**config.mk**
```make
export PLATFORM = sky130hd
export DESIGN_NAME = compacted_message_slot_table_top
export DESIGN_NICKNAME = d
export VERILOG_FILES = /design/src/rtl/core/cmst_pkg.sv /design/src/rtl/core/cmst_ctrl.sv /design/src/rtl/core/cmst_dp.sv /design/src/rtl/core/compacted_message_slot_table_top.sv
export VERILOG_INCLUDE_DIRS = /design/src /design/src/rtl/core
export SDC_FILE = /design/constraint.sdc
export NUM_CORES = 2
export LEC_CHECK = 0
export ABC_CLOCK_PERIOD_IN_PS = 11400
export BUFFER_PORTS_ARGS = -buffer_cell sky130_fd_sc_hd__buf_4
export CORE_MARGIN = 5
export CORE_UTILIZATION = 39
export CTS_CLUSTER_DIAMETER = 80
export DETAILED_ROUTE_END_ITERATION = 12
export PLACE_DENSITY_LB_ADDON = 0.12
export SYNTH_ARGS = -nofsm -noshare
export SYNTH_HDL_FRONTEND = slang
export SYNTH_SLANG_ARGS = --single-unit
```
**constraint.sdc**
```tcl
create_clock -name clk -period 11.4 [get_ports clk]
set_input_delay 1.71 -clock clk [delete_from_list [all_inputs] [get_ports clk]]
set_output_delay 1.71 -clock clk [all_outputs]
set_load 0.05 [all_outputs]
```
**src/rtl/core/compacted_message_slot_table_top_assert.svh**
```systemverilog
// Assertion macros for the compacted message slot table.
// Included by the top level; no other dependencies.
`ifndef COMPACTED_MESSAGE_SLOT_TABLE_TOP_ASSERT_SVH
`define COMPACTED_MESSAGE_SLOT_TABLE_TOP_ASSERT_SVH

// Same-cycle implication, disabled while reset is asserted.
`define CMST_ASSERT_IMPL(label, ck, rn, ante, cons) \
	label: assert property (@(posedge ck) disable iff (!rn) (ante) |-> (cons)) \
		else $error("cmst: assertion failed");

// Next-cycle implication, disabled while reset is asserted.
`define CMST_ASSERT_NEXT(label, ck, rn, ante, cons) \
	label: assert property (@(posedge ck) disable iff (!rn) (ante) |=> (cons)) \
		else $error("cmst: assertion failed");

`endif

```
**src/rtl/core/cmst_pkg.sv**
```systemverilog
// Shared types and constants of the compacted message slot table.
// No dependencies; imported by the controller, the datapath and the top level.
`default_nettype none

package cmst_pkg;

	// Fixed widths of the word fields
	localparam int unsigned OP_W        = 3;
	localparam int unsigned SLOT_W      = 5;
	localparam int unsigned HANDLE_W    = 32;
	localparam int unsigned CODE_W      = 2;
	localparam int unsigned COUNT_OUT_W = 6;
	localparam int unsigned STATE_W     = 2;
	localparam int unsigned DELAY_W     = 16;

	// Operation codes
	localparam logic [OP_W-1:0] OP_ADD       = 3'd0;
	localparam logic [OP_W-1:0] OP_DELETE    = 3'd1;
	localparam logic [OP_W-1:0] OP_MARK_READ = 3'd2;
	localparam logic [OP_W-1:0] OP_READ      = 3'd3;
	localparam logic [OP_W-1:0] OP_TICK      = 3'd4;

	// Result codes
	localparam logic [CODE_W-1:0] RC_OK        = 2'd0;
	localparam logic [CODE_W-1:0] RC_DUP       = 2'd1;
	localparam logic [CODE_W-1:0] RC_FULL      = 2'd2;
	localparam logic [CODE_W-1:0] RC_BAD_INDEX = 2'd3;

	// Table state codes
	localparam logic [STATE_W-1:0] TS_OLD  = 2'd0;
	localparam logic [STATE_W-1:0] TS_NEW  = 2'd1;
	localparam logic [STATE_W-1:0] TS_FULL = 2'd2;

	// Write-back timer
	localparam logic [DELAY_W-1:0] FLUSH_DELAY_RST = DELAY_W'(2 * 1000);
	localparam logic [DELAY_W-1:0] TICKS_MAX       = {DELAY_W{1'b1}};

	// Controller to datapath
	typedef struct packed {
		logic load;
		logic exec;
		logic shift;
		logic finish;
	} cmst_cmd_t;

	// Datapath to controller
	typedef struct packed {
		logic need_shift;
		logic shift_more;
		logic out_free;
	} cmst_status_t;

endpackage

`default_nettype wire

```
**src/rtl/core/cmst_ctrl.sv**
```systemverilog
// Sequencer of the compacted message slot table: load, execute, shift, finish.
// Depends on cmst_pkg for the command and status types.
`default_nettype none

module cmst_ctrl
	import cmst_pkg::*;
(
	input  logic         clk,
	input  logic         arst_n,
	input  logic         in_valid,
	output logic         in_stall,
	input  cmst_status_t st,
	output cmst_cmd_t    cmd
);

	typedef enum logic [3:0] {
		ST_IDLE   = 4'b0001,
		ST_EXEC   = 4'b0010,
		ST_SHIFT  = 4'b0100,
		ST_FINISH = 4'b1000
	} ctrl_state_t;

	ctrl_state_t state_q;
	ctrl_state_t state_d;

	always_comb begin
		state_d  = state_q;
		cmd      = '0;
		in_stall = 1'b1;
		case (state_q)
			ST_IDLE: begin
				in_stall = 1'b0;
				cmd.load = in_valid;
				if (in_valid) begin
					state_d = ST_EXEC;
				end
			end
			ST_EXEC: begin
				cmd.exec = 1'b1;
				state_d  = st.need_shift ? ST_SHIFT : ST_FINISH;
			end
			ST_SHIFT: begin
				cmd.shift = 1'b1;
				if (!st.shift_more) begin
					state_d = ST_FINISH;
				end
			end
			ST_FINISH: begin
				// hold until the output register can take the word
				cmd.finish = st.out_free;
				if (st.out_free) begin
					state_d = ST_IDLE;
				end
			end
			default: begin
				state_d = ST_IDLE;
			end
		endcase
	end

	always_ff @(posedge clk or negedge arst_n) begin
		if (!arst_n) begin
			state_q <= ST_IDLE;
		end else begin
			state_q <= state_d;
		end
	end

endmodule

`default_nettype wire

```
**src/rtl/core/cmst_dp.sv**
```systemverilog
// Datapath of the compacted message slot table: entry memory, unread marks,
// counters, write-back timer and output register. Depends on cmst_pkg.
`default_nettype none

module cmst_dp
	import cmst_pkg::*;
#(
	parameter int unsigned TABLE_DEPTH = 32,
	parameter int unsigned ENTRY_WIDTH = 32
) (
	input  logic                   clk,
	input  logic                   arst_n,
	input  cmst_cmd_t              cmd,
	output cmst_status_t           st,
	input  logic [OP_W-1:0]        op,
	input  logic [SLOT_W-1:0]      slot_index,
	input  logic [HANDLE_W-1:0]    entry_data,
	input  logic                   cfg_we,
	input  logic [DELAY_W-1:0]     cfg_data,
	input  logic                   out_stall,
	output logic                   out_valid,
	output logic [CODE_W-1:0]      result_code,
	output logic [HANDLE_W-1:0]    read_data,
	output logic                   read_unread,
	output logic [COUNT_OUT_W-1:0] total_count,
	output logic [COUNT_OUT_W-1:0] unread_count,
	output logic [STATE_W-1:0]     table_state,
	output logic                   flush_request
);

	localparam int unsigned IW   = $clog2(TABLE_DEPTH);
	localparam int unsigned CW   = $clog2(TABLE_DEPTH + 1);
	localparam int unsigned CMPW = (CW > SLOT_W) ? CW : SLOT_W;
	localparam int unsigned XW   = (ENTRY_WIDTH > HANDLE_W) ? ENTRY_WIDTH : HANDLE_W;
	localparam int unsigned OCW  = (CW > COUNT_OUT_W) ? CW : COUNT_OUT_W;

	// Item registers
	logic [OP_W-1:0]        op_q;
	logic [SLOT_W-1:0]      idx_q;
	logic [ENTRY_WIDTH-1:0] data_q;

	// Table state
	logic [ENTRY_WIDTH-1:0] mem [TABLE_DEPTH];
	logic [ENTRY_WIDTH-1:0] rd_q;
	logic [TABLE_DEPTH-1:0] mark_q;
	logic [CW-1:0]          count_q;
	logic [CW-1:0]          unread_q;
	logic [ENTRY_WIDTH-1:0] last_q;
	logic                   dirty_q;
	logic [DELAY_W-1:0]     elapsed_q;
	logic [DELAY_W-1:0]     delay_q;
	logic [IW-1:0]          ptr_q;

	// Per-item results
	logic [CODE_W-1:0] code_q;
	logic              flush_q;
	logic              rhit_q;
	logic              runread_q;

	// Output register
	logic                   out_valid_q;
	logic [CODE_W-1:0]      result_code_q;
	logic [HANDLE_W-1:0]    read_data_q;
	logic                   read_unread_q;
	logic [COUNT_OUT_W-1:0] total_count_q;
	logic [COUNT_OUT_W-1:0] unread_count_q;
	logic [STATE_W-1:0]     table_state_q;
	logic                   flush_request_q;

	logic [XW-1:0]          in_data_x;
	logic [XW-1:0]          rd_x;
	logic [CMPW-1:0]        idx_x;
	logic [CMPW-1:0]        cnt_x;
	logic [IW-1:0]          idx_w;
	logic [IW-1:0]          count_w;
	logic [OCW-1:0]         count_ox;
	logic [OCW-1:0]         unread_ox;
	logic                   idx_ok;
	logic                   full;
	logic                   dup;
	logic                   add_ok;
	logic                   del_ok;
	logic                   mark_ok;
	logic                   read_ok;
	logic                   mark_at_idx;
	logic [TABLE_DEPTH:0]   mark_ext;
	logic [TABLE_DEPTH-1:0] mark_shifted;
	logic [DELAY_W-1:0]     tick_next;
	logic                   tick_hit;
	logic [CODE_W-1:0]      code_d;
	logic                   we;
	logic [IW-1:0]          wa;
	logic [ENTRY_WIDTH-1:0] wd;
	logic                   re;
	logic [IW-1:0]          ra;

	assign in_data_x = XW'(entry_data);
	assign rd_x      = XW'(rd_q);
	assign idx_x     = CMPW'(idx_q);
	assign cnt_x     = CMPW'(count_q);
	assign idx_w     = idx_x[IW-1:0];
	assign count_w   = count_q[IW-1:0];
	assign count_ox  = OCW'(count_q);
	assign unread_ox = OCW'(unread_q);

	assign idx_ok  = idx_x < cnt_x;
	assign full    = count_q == CW'(TABLE_DEPTH);
	assign dup     = data_q == last_q;
	assign add_ok  = (op_q == OP_ADD) && !dup && !full;
	assign del_ok  = (op_q == OP_DELETE) && idx_ok;
	assign mark_ok = (op_q == OP_MARK_READ) && idx_ok;
	assign read_ok = (op_q == OP_READ) && idx_ok;

	assign mark_at_idx = mark_q[idx_w];
	assign mark_ext    = {1'b0, mark_q};

	// Close the gap in the unread marks at the deleted position
	always_comb begin
		for (int i = 0; i < TABLE_DEPTH; i++) begin
			mark_shifted[i] = (i < int'(idx_w)) ? mark_ext[i] : mark_ext[i+1];
		end
	end

	assign tick_next = (elapsed_q == TICKS_MAX) ? elapsed_q : elapsed_q + DELAY_W'(1);
	assign tick_hit  = tick_next >= delay_q;

	always_comb begin
		code_d = RC_OK;
		case (op_q)
			OP_ADD: begin
				if (dup) begin
					code_d = RC_DUP;
				end else if (full) begin
					code_d = RC_FULL;
				end
			end
			OP_DELETE, OP_MARK_READ, OP_READ: begin
				if (!idx_ok) begin
					code_d = RC_BAD_INDEX;
				end
			end
			default: begin
				code_d = RC_OK;
			end
		endcase
	end

	// Status toward the controller
	assign st.need_shift = del_ok &&
		((CMPW + 1)'(idx_x) + (CMPW + 1)'(1) < (CMPW + 1)'(cnt_x));
	assign st.shift_more = ((CW + 1)'(ptr_q) + (CW + 1)'(1)) < (CW + 1)'(count_q);
	assign st.out_free   = !out_valid_q || !out_stall;

	// Memory port steering: append on add, move one entry down per shift cycle
	assign we = (cmd.exec && add_ok) || cmd.shift;
	assign wa = cmd.shift ? ptr_q : count_w;
	assign wd = cmd.shift ? rd_q : data_q;
	assign re = (cmd.exec && (del_ok || read_ok)) || cmd.shift;

	always_comb begin
		if (cmd.shift) begin
			ra = ptr_q + IW'(2);
		end else if (op_q == OP_DELETE) begin
			ra = idx_w + IW'(1);
		end else begin
			ra = idx_w;
		end
	end

	always_ff @(posedge clk) begin
		if (we) begin
			mem[wa] <= wd;
		end
		if (re) begin
			rd_q <= mem[ra];
		end
	end

	// Payload registers
	always_ff @(posedge clk) begin
		if (cmd.load) begin
			op_q   <= op;
			idx_q  <= slot_index;
			data_q <= in_data_x[ENTRY_WIDTH-1:0];
		end
		if (cmd.exec) begin
			code_q    <= code_d;
			flush_q   <= (op_q == OP_TICK) && dirty_q && tick_hit;
			rhit_q    <= read_ok;
			runread_q <= mark_at_idx;
			ptr_q     <= idx_w;
		end else if (cmd.shift) begin
			ptr_q <= ptr_q + IW'(1);
		end
		if (cmd.finish) begin
			result_code_q   <= code_q;
			read_data_q     <= rhit_q ? rd_x[HANDLE_W-1:0] : '0;
			read_unread_q   <= rhit_q & runread_q;
			total_count_q   <= count_ox[COUNT_OUT_W-1:0];
			unread_count_q  <= unread_ox[COUNT_OUT_W-1:0];
			flush_request_q <= flush_q;
			if (full) begin
				table_state_q <= TS_FULL;
			end else if (unread_q != '0) begin
				table_state_q <= TS_NEW;
			end else begin
				table_state_q <= TS_OLD;
			end
		end
	end

	// Control state
	always_ff @(posedge clk or negedge arst_n) begin
		if (!arst_n) begin
			mark_q      <= '0;
			count_q     <= '0;
			unread_q    <= '0;
			last_q      <= '0;
			dirty_q     <= 1'b0;
			elapsed_q   <= '0;
			delay_q     <= FLUSH_DELAY_RST;
			out_valid_q <= 1'b0;
		end else begin
			if (cfg_we) begin
				delay_q <= cfg_data;
			end
			if (cmd.finish) begin
				out_valid_q <= 1'b1;
			end else if (!out_stall) begin
				out_valid_q <= 1'b0;
			end
			if (cmd.exec) begin
				case (op_q)
					OP_ADD: begin
						if (add_ok) begin
							mark_q[count_w] <= 1'b1;
							count_q         <= count_q + CW'(1);
							unread_q        <= unread_q + CW'(1);
							last_q          <= data_q;
							dirty_q         <= 1'b1;
							elapsed_q       <= '0;
						end
					end
					OP_DELETE: begin
						if (del_ok) begin
							mark_q    <= mark_shifted;
							count_q   <= count_q - CW'(1);
							unread_q  <= unread_q - CW'(mark_at_idx);
							dirty_q   <= 1'b1;
							elapsed_q <= '0;
						end
					end
					OP_MARK_READ: begin
						if (mark_ok) begin
							mark_q[idx_w] <= 1'b0;
							unread_q      <= unread_q - CW'(mark_at_idx);
							dirty_q       <= 1'b1;
							elapsed_q     <= '0;
						end
					end
					OP_TICK: begin
						if (dirty_q) begin
							elapsed_q <= tick_next;
							if (tick_hit) begin
								dirty_q <= 1'b0;
							end
						end
					end
					default: begin
						dirty_q <= dirty_q;
					end
				endcase
			end
		end
	end

	assign out_valid     = out_valid_q;
	assign result_code   = result_code_q;
	assign read_data     = read_data_q;
	assign read_unread   = read_unread_q;
	assign total_count   = total_count_q;
	assign unread_count  = unread_count_q;
	assign table_state   = table_state_q;
	assign flush_request = flush_request_q;

endmodule

`default_nettype wire

```
**src/rtl/core/compacted_message_slot_table_top.sv**
```systemverilog
// Top level of the compacted message slot table: sequencer plus datapath.
// Depends on cmst_pkg, cmst_ctrl, cmst_dp and the assertion macro header.
//
//   channel  direction  handshake              word
//   -------  ---------  ---------------------  ---------------------------------
//   in       sink       in_valid / in_stall    op, slot_index, entry_data
//   out      source     out_valid / out_stall  result_code, read_data,
//                                              read_unread, total_count,
//                                              unread_count, table_state,
//                                              flush_request
//   cfg      sink       cfg_valid / cfg_ready  flush_delay
//
// One item at a time. Every item passes through the load, execute and finish steps;
// a delete with entries above the deleted one (up to TABLE_DEPTH - 1) also passes
// through the shift step, since the single write port of the entry memory moves
// one entry down per cycle.
// Reset clears counts, unread marks, last handle and timer; entry memory is not
// cleared. A stalled output word holds the block in its finish step.
`default_nettype none

module compacted_message_slot_table_top
	import cmst_pkg::*;
#(
	parameter int unsigned TABLE_DEPTH = 32,
	parameter int unsigned ENTRY_WIDTH = 32
) (
	input  logic                   clk,
	input  logic                   arst_n,
	input  logic                   in_valid,
	output logic                   in_stall,
	input  logic [OP_W-1:0]        op,
	input  logic [SLOT_W-1:0]      slot_index,
	input  logic [HANDLE_W-1:0]    entry_data,
	output logic                   out_valid,
	input  logic                   out_stall,
	output logic [CODE_W-1:0]      result_code,
	output logic [HANDLE_W-1:0]    read_data,
	output logic                   read_unread,
	output logic [COUNT_OUT_W-1:0] total_count,
	output logic [COUNT_OUT_W-1:0] unread_count,
	output logic [STATE_W-1:0]     table_state,
	output logic                   flush_request,
	input  logic                   cfg_valid,
	output logic                   cfg_ready,
	input  logic [DELAY_W-1:0]     flush_delay
);

	cmst_cmd_t    cmd;
	cmst_status_t st;

	// Register writes must arrive only while idle; the block does not enforce this and takes them at once
	assign cfg_ready = 1'b1;

	cmst_ctrl u_ctrl (
		.clk      (clk),
		.arst_n   (arst_n),
		.in_valid (in_valid),
		.in_stall (in_stall),
		.st       (st),
		.cmd      (cmd)
	);

	cmst_dp #(
		.TABLE_DEPTH (TABLE_DEPTH),
		.ENTRY_WIDTH (ENTRY_WIDTH)
	) u_dp (
		.clk           (clk),
		.arst_n        (arst_n),
		.cmd           (cmd),
		.st            (st),
		.op            (op),
		.slot_index    (slot_index),
		.entry_data    (entry_data),
		.cfg_we        (cfg_valid & cfg_ready),
		.cfg_data      (flush_delay),
		.out_stall     (out_stall),
		.out_valid     (out_valid),
		.result_code   (result_code),
		.read_data     (read_data),
		.read_unread   (read_unread),
		.total_count   (total_count),
		.unread_count  (unread_count),
		.table_state   (table_state),
		.flush_request (flush_request)
	);

`include "compacted_message_slot_table_top_assert.svh"

	// An accepted word closes the input until its result is out
	`CMST_ASSERT_NEXT(a_one_item, clk, arst_n, in_valid && !in_stall, in_stall)
	// The finish step always leaves a word in the output register
	`CMST_ASSERT_NEXT(a_finish_shows, clk, arst_n, cmd.finish, out_valid)
	// A flush request only ever comes from a tick, which never fails
	`CMST_ASSERT_IMPL(a_flush_ok, clk, arst_n, out_valid && flush_request, result_code == RC_OK)

endmodule

`default_nettype wire
```
==> flow_metrics.py <==
metrics = {
    "run_status": {
        "status": "finished, final reports clean",
    },
    "routing": {
        "first_iter_violations": 3379,
        "drtAntennaViolNets": 0,
        "avgRoutedWirePerCell_um": 25.47,
        "firstDrtPassIters": 5,
        "vias_per_cell": 5.537,
        "drc": 0,
        "totalWireLength_um": 152800,
        "vias": 33210,
    },
    "synthesis": {
        "ys_ff_latch": 1270,
        "syn_nets": 4128,
        "ys.warnings.count": 0,
        "ys_top_cells_by_area": "edfxtp_1, nand2_1, dfrtp_1",
        "synth_common_cells": "edfxtp_1, nand2_1, and3_1, o21ai_0, clkbuf_1",
        "synth_cell_types": 82,
        "synth_edf_count": 1156,
        "ys.flop_type": "edfxtp_1",
        "synthCells": 4019,
        "async_reset_ff_share_pct": 8.976,
        "synth_area_um2": 52940,
        "yosysSeqAreaShare_pct": 70.97,
        "yosys.area.top_type": "edfxtp_1",
        "synth.top_cell.area_share_pct": 65.57,
        "yosysMostFrequentCell": "edfxtp_1",
        "syn_avg_cell_area_um2": 13.17,
    },
    "placed_design": {
        "dp_slack_ns": 6.124,
        "port_buffers": 112,
        "gp_congestion": 0.8232,
        "place_hpwl_um": 82070,
        "placed_area_um2": 55860,
    },
    "clock_tree": {
        "holdBufCountCts": 0,
        "post_cts_resized": 0,
        "clock_latency_ns": 0.77,
        "cts-buffers-inserted": 138,
        "cts_tree": "built",
        "cts.sinks": 1270,
        "clockRootBuffer": "clkbuf_16",
        "cts_setup_buffers": 0,
        "htreeDepth": 4,
        "clk_pin_slew_worst_paths_ns": 0.06,
        "cts_buffer_depth": 3,
    },
    "timing": {
        "hold_violations": 0,
        "setup_violations": 0,
        "min_period_ns": 5.309,
        "slew_violations": 0,
        "setup_tns_ns": 0,
        "grt_setup_unrepaired": "no",
        "maxSlewHeadroom_pct": 18.73,
        "finClkSkew_ns": 0.03182,
        "max_freq_ghz": 0.1884,
        "layout_setup_ws_ns": 6.091,
        "period_share_pct": 46.57,
        "tightest_slew_ns": 1.216,
    },
    "die": {
        "fp-row-count": 135,
        "dieHeight_um": 378.4,
        "core_area_um2": 135100,
        "die_area_um2": 143200,
        "initial_core_util_pct": 39.18,
        "pin_count": 114,
        "fp.dieW_um": 378.4,
    },
    "setup_path": {
        "slowest_stage": "buf_4",
        "path_depth": 11,
        "required_ns": 11.92,
        "critPathKind": "register to register",
        "cpPeakStageDelay_ns": 0.84,
        "start_kind": "register",
        "cp-end-kind": "register",
        "critPathTopFamily": "buffers and inverters",
        "critPathMaxFanout": 170,
        "arrival_ns": 5.83,
        "critPathBufInv": 2,
        "cp_cell_sequence": "ha_1, and4bb_2, xnor2_1, a21oi_4, buf_12, buf_4, nand2_1, and3_1, o21ai_0, nand4_1, a2111oi_1",
        "worstRegToRegCells": 11,
    },
    "pwr": {
        "p_leak_nw": 21.44,
        "seq_power_share_pct": 44.9,
        "combPwrFrac_pct": 20.9,
        "vdd_drop_max_mv": 0.1635,
        "swShare_pct": 30.59,
        "clkPwrFrac_pct": 34.1,
        "p_sw_mw": 3.851,
        "p_int_mw": 8.739,
        "power_density_nw_per_um2": 209.3,
    },
    "global_route": {
        "grt_max_degree": 171,
        "antenna_found_initial": 0,
        "grt_pass1_wl_um": 223000,
        "grt_pass1_vias": 32300,
        "grt_usage_pct": 21.03,
        "grt_remaining_overflow": 0,
    },
    "layout": {
        "syn2layout_area_growth_pct": 13.61,
        "final_area_um2": 60150,
        "num-nets-final": 4218,
        "layout-drive-gt1-share_pct": 12.15,
    },
    "hold_path": {
        "hold_path_depth": 0,
        "hold_path_class": "register to register",
    },
    "flow_run": {
        "cap_viol_max_count": 0,
    },
}
## power by group through the flow
| stage | clock network (mW) | logic [mW] | registers (mW) |
|---|---|---|---|
| after floorplan | 0 | 1.69 | 5.72 |
| after global placement | 0 | 2.62 | 5.75 |
| after detailed placement | 0 | 2.64 | 5.75 |
| after CTS | 4.39 | 2.65 | 5.66 |
| after global routing | 4.58 | 2.87 | 5.68 |
| final | 4.29 | 2.64 | 5.66 |
## cells by family after synthesis
| kind of cell | count (synthesis) | share of synthesized area (%) |
|---|---|---|
| XOR/XNOR | 65 | 1.089 |
| AO/OA/AOI/OAI | 746 | 8.955 |
| adder cells (fa/ha/maj) | 48 | 1.163 |
| multiplexers | 116 | 2.529 |
| flip-flops | 1270 | 70.97 |
| buffers and inverters | 282 | 2.578 |
| other | 1 | 0.007083 |
| AND/OR/NAND/NOR | 1491 | 12.71 |
## cells in the final DEF, fill, tap and decap left out, drive strengths merged, types with 19 or more instances in the layout
master	n
xnor2	24
mux2	42
xor2	41
a21oi	142
a221o	31
a31oi	47
buf	193
a211oi	32
clkinv	52
a2111oi	61
a32oi	28
nand2	937
dfrtp	107
mux2i	64
ha	46
nand4	39
nand3	41
edfxtp	1156
a211o	31
a21o	19
nor2	106
clkbuf	179
o21ai	303
and3	258
and2	45
inv	45
## per-layer routing
metal	share of wire [%]	global-route usage [%]
met5	0	0
met4	1.6	4.937
met3	5.9	3.441
met2	47	33.91
met1	45	30.03
## sequential cells by signal, summed over array words and instances (netlist names), 4 cells and up
register	count
u_dp.rd_q	32
u_dp.idx_q	5
u_dp.delay_q	16
u_dp.data_q	32
u_ctrl.state_q	4
u_dp.unread_count	6
u_dp.cnt_x	6
u_dp.mem	1024
u_dp.mark_q	32
u_dp.last_q	32
u_dp.ptr_q	5
u_dp.total_count	6
u_dp.read_data	32
u_dp.unread_ox	6
u_dp.elapsed_q	16
## worst register-to-register path, cell delays in order, from the launching register on
cell and delay (ns):
edfxtp_1 0.75, ha_1 0.57, and4bb_2 0.35, xnor2_1 0.17, a21oi_4 0.41, buf_12 0.58, buf_4 0.99, nand2_1 0.17
and3_1 0.19, o21ai_0 0.19, nand4_1 0.28, a2111oi_1 0.42
## area by class of cell
type                            instances  area, µm²
Fill cell                           12280      74980
Sequential cell                      1270      37570
Multi-Input combinational cell       2467      14420
Clock buffer                          179       3776
Tap cell                             1781       2228
Timing Repair Buffer                  193       1486
Clock inverter                         66      508.0
Inverter                               39      146.4
Antenna cell                            2      5.005
## path summary, 6_finish.rpt
| check | slack (ns) | start | to |
|---|---|---|---|
| max reg2reg | 6.09 | u_dp.idx_q[1] | u_dp.rd_q[18] |
| min | 0.42 | u_dp.code_q[0] | u_dp.result_code[0] |
| max in group asynchronous | 8.97 | arst_n | u_dp.last_q[15] |
| min in group asynchronous | 1.02 | arst_n | u_dp.mark_q[3] |
| max | 6.09 | u_dp.idx_q[1] | u_dp.rd_q[18] |
| min reg2reg | 0.42 | u_dp.code_q[0] | u_dp.result_code[0] |
## metrics by stage
| stage | power [mW] | hold slack (ns) | instances | util, % |
|---|---|---|---|---|
| after floorplan | 7.411 | 0.4003 | 4019 | - |
| after global placement | 8.370 | 0.4026 | 5750 | 41.34 |
| after detailed placement | 8.394 | 0.4066 | 5750 | 41.34 |
| after CTS | 12.70 | 0.4236 | 5995 | 44.51 |
| after global routing | 13.12 | 0.4440 | 5995 | 44.51 |
| final | 12.59 | 0.4218 | 5997 | 44.51 |
No activity file was read; power rests on OpenSTA's default activity.
